`config.mk`:
```
export PLATFORM = sky130hd
export DESIGN_NAME = gradient_bar_gauge_renderer_core
export DESIGN_NICKNAME = d
export VERILOG_FILES = /design/src/gbg_pkg.sv /design/src/gbg_div.sv /design/src/gbg_front.sv /design/src/gbg_fifo.sv /design/src/gbg_back.sv /design/src/gradient_bar_gauge_renderer_core.sv
export SDC_FILE = /design/constraint.sdc
export NUM_CORES = 2
export LEC_CHECK = 0
export BUFFER_PORTS_ARGS = -buffer_cell sky130_fd_sc_hd__buf_2
export CORE_MARGIN = 10
export CORE_UTILIZATION = 40
export CTS_CLUSTER_DIAMETER = 30
export DETAILED_ROUTE_END_ITERATION = 10
export PLACE_DENSITY_LB_ADDON = 0.12
export SETUP_SLACK_MARGIN = 0.2
export SLEW_MARGIN = 20
export SYNTH_ARGS = -nofsm -noshare
export SYNTH_HDL_FRONTEND = slang
export SYNTH_HIERARCHICAL = 1
export SYNTH_SLANG_ARGS = --single-unit
```
`constraint.sdc`:
```
create_clock -name aclk -period 10.9 [get_ports aclk]
set_input_delay 1.635 -clock aclk [delete_from_list [all_inputs] [get_ports aclk]]
set_output_delay 1.635 -clock aclk [all_outputs]
set_load 0.01 [all_outputs]
```
`src/gbg_pkg.sv`:
```
// Gradient bar gauge renderer: shared types and constants.
// Used by every module of the block but gbg_div; depends on nothing.
package gbg_pkg;

    localparam int unsigned COLOR_W    = 24;
    localparam int unsigned CHAN_W     = 8;
    localparam int unsigned SIZE_W     = 6;
    localparam int unsigned LEVEL_W    = 16;
    localparam int unsigned GAP_W      = 5;
    localparam int unsigned COUNT_W    = 4;
    localparam int unsigned IDX_W      = 3;
    localparam int unsigned PROD_W     = LEVEL_W + SIZE_W;
    localparam int unsigned CFG_IDX_W  = 2;
    localparam int unsigned CFG_DATA_W = 24;
    localparam int unsigned S_DATA_W   = 80;
    localparam int unsigned QDEPTH     = 2;
    localparam int unsigned QAW        = 1;

    localparam logic [LEVEL_W-1:0] DEFAULT_FULL_SCALE = 16'h03ff;
    localparam logic [COLOR_W-1:0] GAP_COLOR          = 24'h000000;

    typedef enum logic [CFG_IDX_W-1:0] {
        CFG_FULL_SCALE,
        CFG_GAP_PIXELS,
        CFG_BACKGROUND,
        CFG_GAUGE_COUNT
    } cfg_index_t;

    typedef enum logic {
        CMD_DEFINE,
        CMD_RENDER
    } cmd_t;

    typedef struct packed {
        logic [LEVEL_W-1:0] full_scale;
        logic [GAP_W-1:0]   gap_pixels;
        logic [COLOR_W-1:0] background_color;
        logic [COUNT_W-1:0] gauge_count;
    } cfg_t;

    // one render job, colors already swapped for reverse gauges
    typedef struct packed {
        logic [SIZE_W-1:0]  size;
        logic [COLOR_W-1:0] first;
        logic [COLOR_W-1:0] last;
        logic               rev;
        logic [LEVEL_W-1:0] level;
        logic               gap;
    } job_t;

    typedef enum logic [2:0] {
        B_IDLE,
        B_MUL,
        B_START,
        B_DIV,
        B_PREP,
        B_PIX,
        B_GAP
    } back_state_t;

endpackage

```
`src/gbg_div.sv`:
```
// Restoring divider, one quotient bit per cycle over the DW-bit dividend.
// Uses no package items.
module gbg_div #(
    parameter int DW = 22,
    parameter int VW = 16
) (
    input  logic          aclk,
    input  logic          aresetn,
    input  logic          start,
    input  logic [DW-1:0] dividend,
    input  logic [VW-1:0] divisor,
    output logic [DW-1:0] quotient,
    output logic          busy
);

    localparam int CW = $clog2(DW + 1);

    logic [CW-1:0] cnt_reg, cnt_next;
    logic [DW-1:0] quo_reg, quo_next;
    logic [VW-1:0] rem_reg, rem_next;
    logic [VW-1:0] dvs_reg, dvs_next;
    logic [VW:0]   trial;
    logic          fits;

    always_comb begin
        trial    = {rem_reg, quo_reg[DW-1]};
        fits     = trial >= {1'b0, dvs_reg};
        cnt_next = cnt_reg;
        quo_next = quo_reg;
        rem_next = rem_reg;
        dvs_next = dvs_reg;
        if (start) begin
            cnt_next = CW'(DW);
            quo_next = dividend;
            rem_next = '0;
            dvs_next = divisor;
        end else if (cnt_reg != '0) begin
            rem_next = fits ? VW'(trial - {1'b0, dvs_reg}) : trial[VW-1:0];
            quo_next = {quo_reg[DW-2:0], fits};
            cnt_next = cnt_reg - CW'(1);
        end
    end

    always_ff @(posedge aclk) begin
        if (!aresetn) begin
            cnt_reg <= '0;
        end else begin
            cnt_reg <= cnt_next;
        end
        quo_reg <= quo_next;
        rem_reg <= rem_next;
        dvs_reg <= dvs_next;
    end

    assign quotient = quo_reg;
    assign busy     = cnt_reg != '0;

endmodule

```
`src/gbg_front.sv`:
```
// Front end: accepts items, keeps the gauge table, turns renders into jobs.
// Depends on gbg_pkg.
module gbg_front #(
    parameter int MAX_GAUGES       = 8,
    parameter int MAX_GAUGE_PIXELS = 32
) (
    input  logic                               aclk,
    input  logic                               s_tvalid,
    output logic                               s_tready,
    input  logic [gbg_pkg::S_DATA_W-1:0]       s_tdata,
    input  logic                               s_tuser,
    input  logic [gbg_pkg::COUNT_W-1:0]        gauge_count,
    input  logic                               q_full,
    output logic                               q_push,
    output gbg_pkg::job_t                      q_job
);

    localparam int TAB_DEPTH = (MAX_GAUGES < 8) ? MAX_GAUGES : 8;
    localparam int TAB_AW    = (TAB_DEPTH > 1) ? $clog2(TAB_DEPTH) : 1;

    logic [gbg_pkg::SIZE_W-1:0]  size_tab  [TAB_DEPTH];
    logic [gbg_pkg::COLOR_W-1:0] start_tab [TAB_DEPTH];
    logic [gbg_pkg::COLOR_W-1:0] end_tab   [TAB_DEPTH];
    logic                        rev_tab   [TAB_DEPTH];

    gbg_pkg::cmd_t               cmd;
    logic [gbg_pkg::IDX_W-1:0]   idx;
    logic [gbg_pkg::SIZE_W-1:0]  in_size;
    logic [gbg_pkg::COLOR_W-1:0] in_start;
    logic [gbg_pkg::COLOR_W-1:0] in_end;
    logic                        in_rev;
    logic [gbg_pkg::LEVEL_W-1:0] in_level;
    logic                        take;
    logic                        idx_ok;
    logic                        wr_en;
    logic [TAB_AW-1:0]           addr;
    logic [gbg_pkg::SIZE_W-1:0]  tab_size;
    logic                        tab_rev;

    always_comb begin
        cmd      = gbg_pkg::cmd_t'(s_tuser);
        idx      = s_tdata[2:0];
        in_size  = s_tdata[8:3];
        in_start = s_tdata[32:9];
        in_end   = s_tdata[56:33];
        in_rev   = s_tdata[57];
        in_level = s_tdata[73:58];
        s_tready = !q_full;
        take     = s_tvalid && s_tready;
        idx_ok   = {29'd0, idx} < 32'(MAX_GAUGES);
        addr     = idx[TAB_AW-1:0];
        wr_en    = take && idx_ok && (cmd == gbg_pkg::CMD_DEFINE);
        q_push   = take && idx_ok && (cmd == gbg_pkg::CMD_RENDER);

        tab_size = size_tab[addr];
        tab_rev  = rev_tab[addr];
        if ({2'b00, tab_size} > 8'(MAX_GAUGE_PIXELS)) begin
            q_job.size = gbg_pkg::SIZE_W'(MAX_GAUGE_PIXELS);
        end else begin
            q_job.size = tab_size;
        end
        q_job.first = tab_rev ? end_tab[addr] : start_tab[addr];
        q_job.last  = tab_rev ? start_tab[addr] : end_tab[addr];
        q_job.rev   = tab_rev;
        q_job.level = in_level;
        q_job.gap   = ({1'b0, idx} + 4'd1) < gauge_count;
    end

    always_ff @(posedge aclk) begin
        if (wr_en) begin
            size_tab[addr]  <= in_size;
            start_tab[addr] <= in_start;
            end_tab[addr]   <= in_end;
            rev_tab[addr]   <= in_rev;
        end
    end

endmodule

```
`src/gbg_fifo.sv`:
```
// Two-entry job queue between the front end and the pixel engine.
// Depends on gbg_pkg.
module gbg_fifo (
    input  logic          aclk,
    input  logic          aresetn,
    input  logic          push,
    input  gbg_pkg::job_t push_job,
    output logic          full,
    input  logic          pop,
    output logic          empty,
    output gbg_pkg::job_t pop_job
);

    gbg_pkg::job_t                mem [gbg_pkg::QDEPTH];
    logic [gbg_pkg::QAW-1:0]      wr_ptr_reg, wr_ptr_next;
    logic [gbg_pkg::QAW-1:0]      rd_ptr_reg, rd_ptr_next;
    logic [gbg_pkg::QAW:0]        cnt_reg, cnt_next;

    always_comb begin
        full        = cnt_reg == (gbg_pkg::QAW + 1)'(gbg_pkg::QDEPTH);
        empty       = cnt_reg == '0;
        pop_job     = mem[rd_ptr_reg];
        wr_ptr_next = push ? wr_ptr_reg + 1'b1 : wr_ptr_reg;
        rd_ptr_next = pop ? rd_ptr_reg + 1'b1 : rd_ptr_reg;
        cnt_next    = cnt_reg + (gbg_pkg::QAW + 1)'(push) - (gbg_pkg::QAW + 1)'(pop);
    end

    always_ff @(posedge aclk) begin
        if (!aresetn) begin
            wr_ptr_reg <= '0;
            rd_ptr_reg <= '0;
            cnt_reg    <= '0;
        end else begin
            wr_ptr_reg <= wr_ptr_next;
            rd_ptr_reg <= rd_ptr_next;
            cnt_reg    <= cnt_next;
        end
        if (push) begin
            mem[wr_ptr_reg] <= push_job;
        end
    end

endmodule

```
`src/gbg_back.sv`:
```
// Pixel engine: scales the level, derives gradient steps, streams pixels.
// Depends on gbg_pkg and gbg_div.
module gbg_back (
    input  logic                              aclk,
    input  logic                              aresetn,
    input  gbg_pkg::cfg_t                     cfg,
    input  logic                              q_empty,
    input  gbg_pkg::job_t                     q_job,
    output logic                              q_pop,
    output logic                              m_tvalid,
    input  logic                              m_tready,
    output logic [gbg_pkg::COLOR_W-1:0]       m_tdata,
    output logic                              m_tuser,
    output logic                              m_tlast
);

    localparam int CW = gbg_pkg::CHAN_W;

    gbg_pkg::back_state_t              state_reg, state_next;
    gbg_pkg::job_t                     job_reg;
    logic [gbg_pkg::PROD_W-1:0]        prod_reg;
    logic [2:0]                        neg_reg;
    logic [gbg_pkg::SIZE_W-1:0]        lit_reg;
    logic [2:0][CW-1:0]                offs_reg;
    logic [2:0][CW-1:0]                acc_reg;
    logic [gbg_pkg::SIZE_W-1:0]        pix_reg;
    logic [gbg_pkg::GAP_W-1:0]         gcnt_reg;
    logic                              m_tvalid_reg;
    logic [gbg_pkg::COLOR_W-1:0]       m_tdata_reg;
    logic                              m_tuser_reg;
    logic                              m_tlast_reg;

    logic                              chan_start, lit_start, emit_px, emit_gap;
    logic                              adv, gap_run, last_px, last_gap, lit_on;
    logic [gbg_pkg::LEVEL_W-1:0]       fs;
    logic [gbg_pkg::PROD_W-1:0]        lit_q;
    logic                              lit_busy;
    logic [2:0]                        chan_busy;
    logic [2:0]                        neg;
    logic [2:0][CW-1:0]                mag, chan_q, step, first_c, last_c, grad_c;
    logic [2:0][2*CW-1:0]              span;
    logic [gbg_pkg::SIZE_W-1:0]        size_m1;
    logic [gbg_pkg::COLOR_W-1:0]       grad, pixel;

    gbg_div #(.DW(gbg_pkg::PROD_W), .VW(gbg_pkg::LEVEL_W)) u_lit_div (
        .aclk     (aclk),
        .aresetn  (aresetn),
        .start    (lit_start),
        .dividend (prod_reg),
        .divisor  (fs),
        .quotient (lit_q),
        .busy     (lit_busy)
    );

    for (genvar c = 0; c < 3; c++) begin : g_chan
        gbg_div #(.DW(CW), .VW(gbg_pkg::SIZE_W)) u_step_div (
            .aclk     (aclk),
            .aresetn  (aresetn),
            .start    (chan_start),
            .dividend (mag[c]),
            .divisor  (job_reg.size),
            .quotient (chan_q[c]),
            .busy     (chan_busy[c])
        );
    end

    always_comb begin
        adv      = !m_tvalid_reg || m_tready;
        gap_run  = job_reg.gap && (cfg.gap_pixels != '0);
        size_m1  = job_reg.size - gbg_pkg::SIZE_W'(1);
        last_px  = pix_reg == size_m1;
        last_gap = gcnt_reg == (cfg.gap_pixels - gbg_pkg::GAP_W'(1));
        fs       = (cfg.full_scale == '0) ? gbg_pkg::LEVEL_W'(1) : cfg.full_scale;
        for (int c = 0; c < 3; c++) begin
            first_c[c] = job_reg.first[CW*c +: CW];
            last_c[c]  = job_reg.last[CW*c +: CW];
            neg[c]     = last_c[c] < first_c[c];
            mag[c]     = neg[c] ? first_c[c] - last_c[c] : last_c[c] - first_c[c];
            step[c]    = neg_reg[c] ? CW'(-chan_q[c]) : chan_q[c];
            span[c]    = {2'b00, size_m1} * step[c];
            grad_c[c]  = (pix_reg >= (job_reg.size >> 1)) ? acc_reg[c] + offs_reg[c]
                                                            : acc_reg[c];
        end
        grad   = (pix_reg == '0) ? job_reg.first : {grad_c[2], grad_c[1], grad_c[0]};
        lit_on = job_reg.rev ? (pix_reg >= (job_reg.size - lit_reg)) : (pix_reg < lit_reg);
        pixel  = lit_on ? grad : cfg.background_color;
    end

    always_comb begin
        state_next = state_reg;
        unique case (state_reg)
            gbg_pkg::B_IDLE:  if (!q_empty) state_next = gbg_pkg::B_MUL;
            gbg_pkg::B_MUL:   state_next = gbg_pkg::B_START;
            gbg_pkg::B_START: state_next = gbg_pkg::B_DIV;
            gbg_pkg::B_DIV:   if (!lit_busy && (chan_busy == '0)) state_next = gbg_pkg::B_PREP;
            gbg_pkg::B_PREP: begin
                if (job_reg.size != '0) state_next = gbg_pkg::B_PIX;
                else if (gap_run)       state_next = gbg_pkg::B_GAP;
                else                    state_next = gbg_pkg::B_IDLE;
            end
            gbg_pkg::B_PIX: begin
                if (adv && last_px) state_next = gap_run ? gbg_pkg::B_GAP : gbg_pkg::B_IDLE;
            end
            gbg_pkg::B_GAP:   if (adv && last_gap) state_next = gbg_pkg::B_IDLE;
            default:          state_next = gbg_pkg::B_IDLE;
        endcase
    end

    always_comb begin
        q_pop      = (state_reg == gbg_pkg::B_IDLE) && !q_empty;
        chan_start = state_reg == gbg_pkg::B_MUL;
        lit_start  = state_reg == gbg_pkg::B_START;
        emit_px    = (state_reg == gbg_pkg::B_PIX) && adv;
        emit_gap   = (state_reg == gbg_pkg::B_GAP) && adv;
    end

    always_ff @(posedge aclk) begin
        if (!aresetn) begin
            state_reg    <= gbg_pkg::B_IDLE;
            m_tvalid_reg <= 1'b0;
        end else begin
            state_reg <= state_next;
            if (emit_px || emit_gap) begin
                m_tvalid_reg <= 1'b1;
            end else if (m_tready) begin
                m_tvalid_reg <= 1'b0;
            end
        end

        if (q_pop) begin
            job_reg <= q_job;
        end
        if (chan_start) begin
            prod_reg <= gbg_pkg::PROD_W'(job_reg.level * job_reg.size);
            neg_reg  <= neg;
        end
        if (state_reg == gbg_pkg::B_PREP) begin
            lit_reg  <= (lit_q > gbg_pkg::PROD_W'(job_reg.size)) ? job_reg.size
                                                                  : lit_q[gbg_pkg::SIZE_W-1:0];
            pix_reg  <= '0;
            gcnt_reg <= '0;
            for (int c = 0; c < 3; c++) begin
                offs_reg[c] <= last_c[c] - first_c[c] - span[c][CW-1:0];
                acc_reg[c]  <= first_c[c];
            end
        end
        if (emit_px) begin
            pix_reg     <= pix_reg + gbg_pkg::SIZE_W'(1);
            m_tdata_reg <= pixel;
            m_tuser_reg <= 1'b0;
            m_tlast_reg <= last_px && !gap_run;
            for (int c = 0; c < 3; c++) begin
                acc_reg[c] <= acc_reg[c] + step[c];
            end
        end
        if (emit_gap) begin
            gcnt_reg    <= gcnt_reg + gbg_pkg::GAP_W'(1);
            m_tdata_reg <= gbg_pkg::GAP_COLOR;
            m_tuser_reg <= 1'b1;
            m_tlast_reg <= last_gap;
        end
    end

    assign m_tvalid = m_tvalid_reg;
    assign m_tdata  = m_tdata_reg;
    assign m_tuser  = m_tuser_reg;
    assign m_tlast  = m_tlast_reg;

endmodule

```
`src/gradient_bar_gauge_renderer_core.sv`:
```
// Gradient bar gauge renderer, top level: configuration registers and wiring.
// Depends on gbg_pkg, gbg_front, gbg_fifo, gbg_back, gbg_div.
//
// Input items arrive on s_t*. s_tuser is the command: define writes one gauge
// table entry and yields nothing; render queues a job for that gauge.
// Result items leave on m_t*, one strip pixel per item: m_tdata is the
// color, m_tuser marks a black gap pixel, m_tlast marks the final pixel.
// cfg_we/cfg_index/cfg_data write a setting; write only while
// the block is idle.
// With the engine idle, a render's item passes to its first pixel through:
// queue pop, level * size product, divider start, the 22-step bit-serial
// divide of the product by full_scale (the three channel step divides run
// alongside it), step setup, output register. Pixels then follow one per
// cycle while m_tready allows, size pixels plus gap pixels.
// Two jobs queue between the front end and the pixel engine, so items are
// taken while a render still streams. A stall on m_tready holds the output
// register and freezes the engine; the queue then fills and s_tready drops.
// Reset is synchronous: settings return to defaults, queue and engine empty.
// The gauge table is not cleared; render only gauges that were defined.
module gradient_bar_gauge_renderer_core #(
    parameter int MAX_GAUGES       = 8,
    parameter int MAX_GAUGE_PIXELS = 32
) (
    input  logic                                aclk,
    input  logic                                aresetn,
    input  logic                                s_tvalid,
    output logic                                s_tready,
    // gauge_index, gauge_size, start_color, end_color, reverse, level
    input  logic [gbg_pkg::S_DATA_W-1:0]        s_tdata,
    // cmd
    input  logic                                s_tuser,
    output logic                                m_tvalid,
    input  logic                                m_tready,
    // pixel_color
    output logic [gbg_pkg::COLOR_W-1:0]         m_tdata,
    // is_gap
    output logic                                m_tuser,
    output logic                                m_tlast,
    input  logic                                cfg_we,
    input  logic [gbg_pkg::CFG_IDX_W-1:0]       cfg_index,
    input  logic [gbg_pkg::CFG_DATA_W-1:0]      cfg_data
);

    gbg_pkg::cfg_t cfg_reg, cfg_next;
    gbg_pkg::job_t front_job, queue_job;
    logic          q_push, q_pop, q_full, q_empty;

    always_comb begin
        cfg_next = cfg_reg;
        if (cfg_we) begin
            unique case (gbg_pkg::cfg_index_t'(cfg_index))
                gbg_pkg::CFG_FULL_SCALE:  cfg_next.full_scale       = cfg_data[15:0];
                gbg_pkg::CFG_GAP_PIXELS:  cfg_next.gap_pixels       = cfg_data[4:0];
                gbg_pkg::CFG_BACKGROUND:  cfg_next.background_color = cfg_data;
                gbg_pkg::CFG_GAUGE_COUNT: cfg_next.gauge_count      = cfg_data[3:0];
                default:                  cfg_next = cfg_reg;
            endcase
        end
    end

    always_ff @(posedge aclk) begin
        if (!aresetn) begin
            cfg_reg.full_scale       <= gbg_pkg::DEFAULT_FULL_SCALE;
            cfg_reg.gap_pixels       <= '0;
            cfg_reg.background_color <= '0;
            cfg_reg.gauge_count      <= gbg_pkg::COUNT_W'(1);
        end else begin
            cfg_reg <= cfg_next;
        end
    end

    gbg_front #(
        .MAX_GAUGES       (MAX_GAUGES),
        .MAX_GAUGE_PIXELS (MAX_GAUGE_PIXELS)
    ) u_front (
        .aclk        (aclk),
        .s_tvalid    (s_tvalid),
        .s_tready    (s_tready),
        .s_tdata     (s_tdata),
        .s_tuser     (s_tuser),
        .gauge_count (cfg_reg.gauge_count),
        .q_full      (q_full),
        .q_push      (q_push),
        .q_job       (front_job)
    );

    gbg_fifo u_fifo (
        .aclk     (aclk),
        .aresetn  (aresetn),
        .push     (q_push),
        .push_job (front_job),
        .full     (q_full),
        .pop      (q_pop),
        .empty    (q_empty),
        .pop_job  (queue_job)
    );

    gbg_back u_back (
        .aclk     (aclk),
        .aresetn  (aresetn),
        .cfg      (cfg_reg),
        .q_empty  (q_empty),
        .q_job    (queue_job),
        .q_pop    (q_pop),
        .m_tvalid (m_tvalid),
        .m_tready (m_tready),
        .m_tdata  (m_tdata),
        .m_tuser  (m_tuser),
        .m_tlast  (m_tlast)
    );

endmodule
```
==> results_dict.tcl <==
set metrics [dict create \
    clkLatencyLatePin_ps 830 \
    drc 0 \
    final_layout_size_suffix_gt1_frac 0.210 \
    criticalPathCategory "reg -> reg" \
    yosysTopAreaCellShare 0.488 \
    grt_start_max_net_pins 61 \
    boundaryPins 140 \
    vias_per_cell 5.07 \
    core_um2 126000 \
    status "completed" \
    grt_use_total 0.171 \
    grt_overflow 0 \
    max_freq_mhz 176 \
    tightest_slew_ps 1090 \
    wl_per_cell_um 20.5 \
    startpoint_type "flip-flop" \
    synthFlopType "edfxtp_1" \
    drtAntennaViolNets 0 \
    setup_viol 0 \
    cp_top_family "adder cells" \
    async_flop_share 0 \
    drv_slew 0 \
    placementRows 130 \
    drtIter0Drc 1662 \
    synth_seq_cells 961 \
    area_growth_pct 21.1 \
    slew_headroom 0.269 \
    start_util 0.404 \
    cts_made_buffers 236 \
    min_from "cfg_reg[8]" \
    drv_cap 0 \
    worst-path-buf-inv 4 \
    wirelength_um 122000 \
    gp_congestion 0.794 \
    cts-root-buf "clkbuf_16" \
    hold_viol 0 \
    io_buffers 133 \
    num_vias 30165 \
    cts.path.max_buffers 3 \
    antenna_found_initial 20 \
    fin_worst_skew_ps 95.9 \
    first_pass_iters 5 \
    ys_seq_area_frac 0.541 \
    r2r_cells 18 \
    nets 4567 \
    yosysWarnings 6 \
    layout_commonest_cell "edfxtp_1" \
    grt_pass1_vias 31159 \
    reg_top3 "u_front/end_tab x192, u_front/start_tab x192, u_fifo/mem x144" \
    avgSynthCellArea_um2 13.2 \
    cts_sinks 961 \
    syn_inst 3843 \
    final_util 0.489 \
    dp.cells 5500 \
    critical_path.most_common_cell "xnor2_1" \
    post_cts_buffers 0 \
    required_ps 11430 \
    htreeDepth 4 \
    path_cells "buf_4, inv_1, ha_1, xnor2_4, nor2_1, fa_1, fa_1, inv_1, fa_1, inv_1, fa_1, xnor2_1, xnor2_1, xnor2_1, xnor2_1, xnor2_1, xnor3_1, xnor2_1" \
    die_height_um 377 \
    syn_nets 4322 \
    period_needed_ps 5680 \
    reg2reg_slack_ps 5220 \
    crit_path_max_fanout 25 \
    fp.dieW_um 377 \
    rsz0062_at_grt "false" \
    worst_hold_slack_ps 452 \
    cts_tree "built" \
    hold_class "reg -> reg" \
    die-area_um2 142000 \
    end_kind "flip-flop" \
    stdcell_count 5951 \
    final_cell_mix "edfxtp_1 (827), inv_1 (356), ha_1 (245)" \
    synth_area_leaders "edfxtp_1 (49%), ha_1 (6.0%), dfxtp_1 (5.3%)" \
    hold_end "cfg_reg[8]" \
    r2r_start "u_back/job_reg[67]" \
    arrival_ps 6210 \
    place_hpwl_um 82500 \
    postCtsHoldBufs 0 \
    clkTransAtPathRegs_ps 40 \
    final.setup.tns_ps 0 \
    ctsResizeCount 0 \
    crit_path_top_delay_cell "xnor2_4" \
    synth_top_area_cell "edfxtp_1" \
    synth_edf_count 827 \
    grt_pass1_wl_um 187000 \
    whs_path_depth 2 \
    ys_types 107 \
    reg2reg_to "u_back/offs_reg[7]" \
    min_period_over_period 0.521 \
    slowest_delay_ps 590 \
    synth_area_um2 50800 \
]
==> per-stage QoR <==
stage / area [um^2] / worst slack, ps
after floorplan: 50800 / 1590
final: 61600 / 5220
after global routing: 61600 / 4790
after detailed placement: 52900 / 5190
after CTS: 61600 / 5160
after global placement: 52900 / 5210
==> worst register-to-register path: stages, from the launching register on <==
cell	delay [ps]
edfxtp_1	320
buf_4	390
inv_1	200
ha_1	300
xnor2_4	590
nor2_1	170
fa_1	530
fa_1	490
inv_1	50
fa_1	520
inv_1	50
fa_1	450
xnor2_1	190
xnor2_1	150
xnor2_1	150
xnor2_1	160
xnor2_1	140
xnor3_1	430
xnor2_1	130
==> layer usage <==
layer,share of wire,GRT usage,wire length (um),vias to the layer above
met5,0.0013,0,161,-
met4,0.024,0.0563,2920,24
met3,0.049,0.0407,5940,212
met2,0.46,0.273,56600,594
met1,0.46,0.227,56300,14840
li1,-,-,-,14495
==> synthesized netlist by cell type (30+ instances only) <==
cell type / number
mux2i_1: 161
mux2_4: 72
a211oi_1: 42
nand2_1: 212
dfxtp_1: 134
nor2_1: 236
mux4_2: 64
inv_1: 356
clkbuf_1: 65
a21o_1: 61
buf_2: 47
xnor2_1: 136
mux2_2: 79
edfxtp_1: 827
a21oi_1: 152
and2_1: 103
o21ai_0: 65
fa_1: 122
xor2_1: 70
o21bai_1: 40
nand2b_1: 30
ha_1: 245
==> cell type report <==
class | count | area (um^2)
diodes | 2 | 5.00
repair buffers | 186 | 1070
clock buffers | 270 | 6140
multi-input cells | 2342 | 20900
clock inverters | 179 | 2500
well taps | 1650 | 2060
inverters | 361 | 1360
fillers | 11063 | 64300
flip-flops and latches | 961 | 27500
==> kinds of logic after synthesis <==
family / count (synthesis) / share of synthesized area
flip-flops: 961 / 0.541
adder cells (fa/ha/maj): 367 / 0.108
multiplexers: 377 / 0.0990
AO/OA/AOI/OAI: 606 / 0.0866
XOR/XNOR: 215 / 0.0393
AND/OR/NAND/NOR: 777 / 0.0761
buffers and inverters: 540 / 0.0494
==> worst max path at each step <==
stage                        start                  end  slack, ps  depth (start not counted)
3_5_place_dp    u_back/job_reg[67]   u_back/offs_reg[7]       5190                         18
2_1_floorplan  u_back/state_reg[0]    u_fifo/cnt_reg[1]       1590                          8
5_1_grt         u_back/job_reg[67]   u_back/offs_reg[7]       4790                         18
6_report        u_back/job_reg[67]   u_back/offs_reg[7]       5220                         18
4_1_cts         u_back/job_reg[67]  u_back/offs_reg[23]       5160                         20
3_3_place_gp    u_back/job_reg[67]   u_back/offs_reg[7]       5210                         18
Power is left out: the tool's default activity adds up to more than one toggle a clock period on the data nets, which glitch-free logic cannot reach.
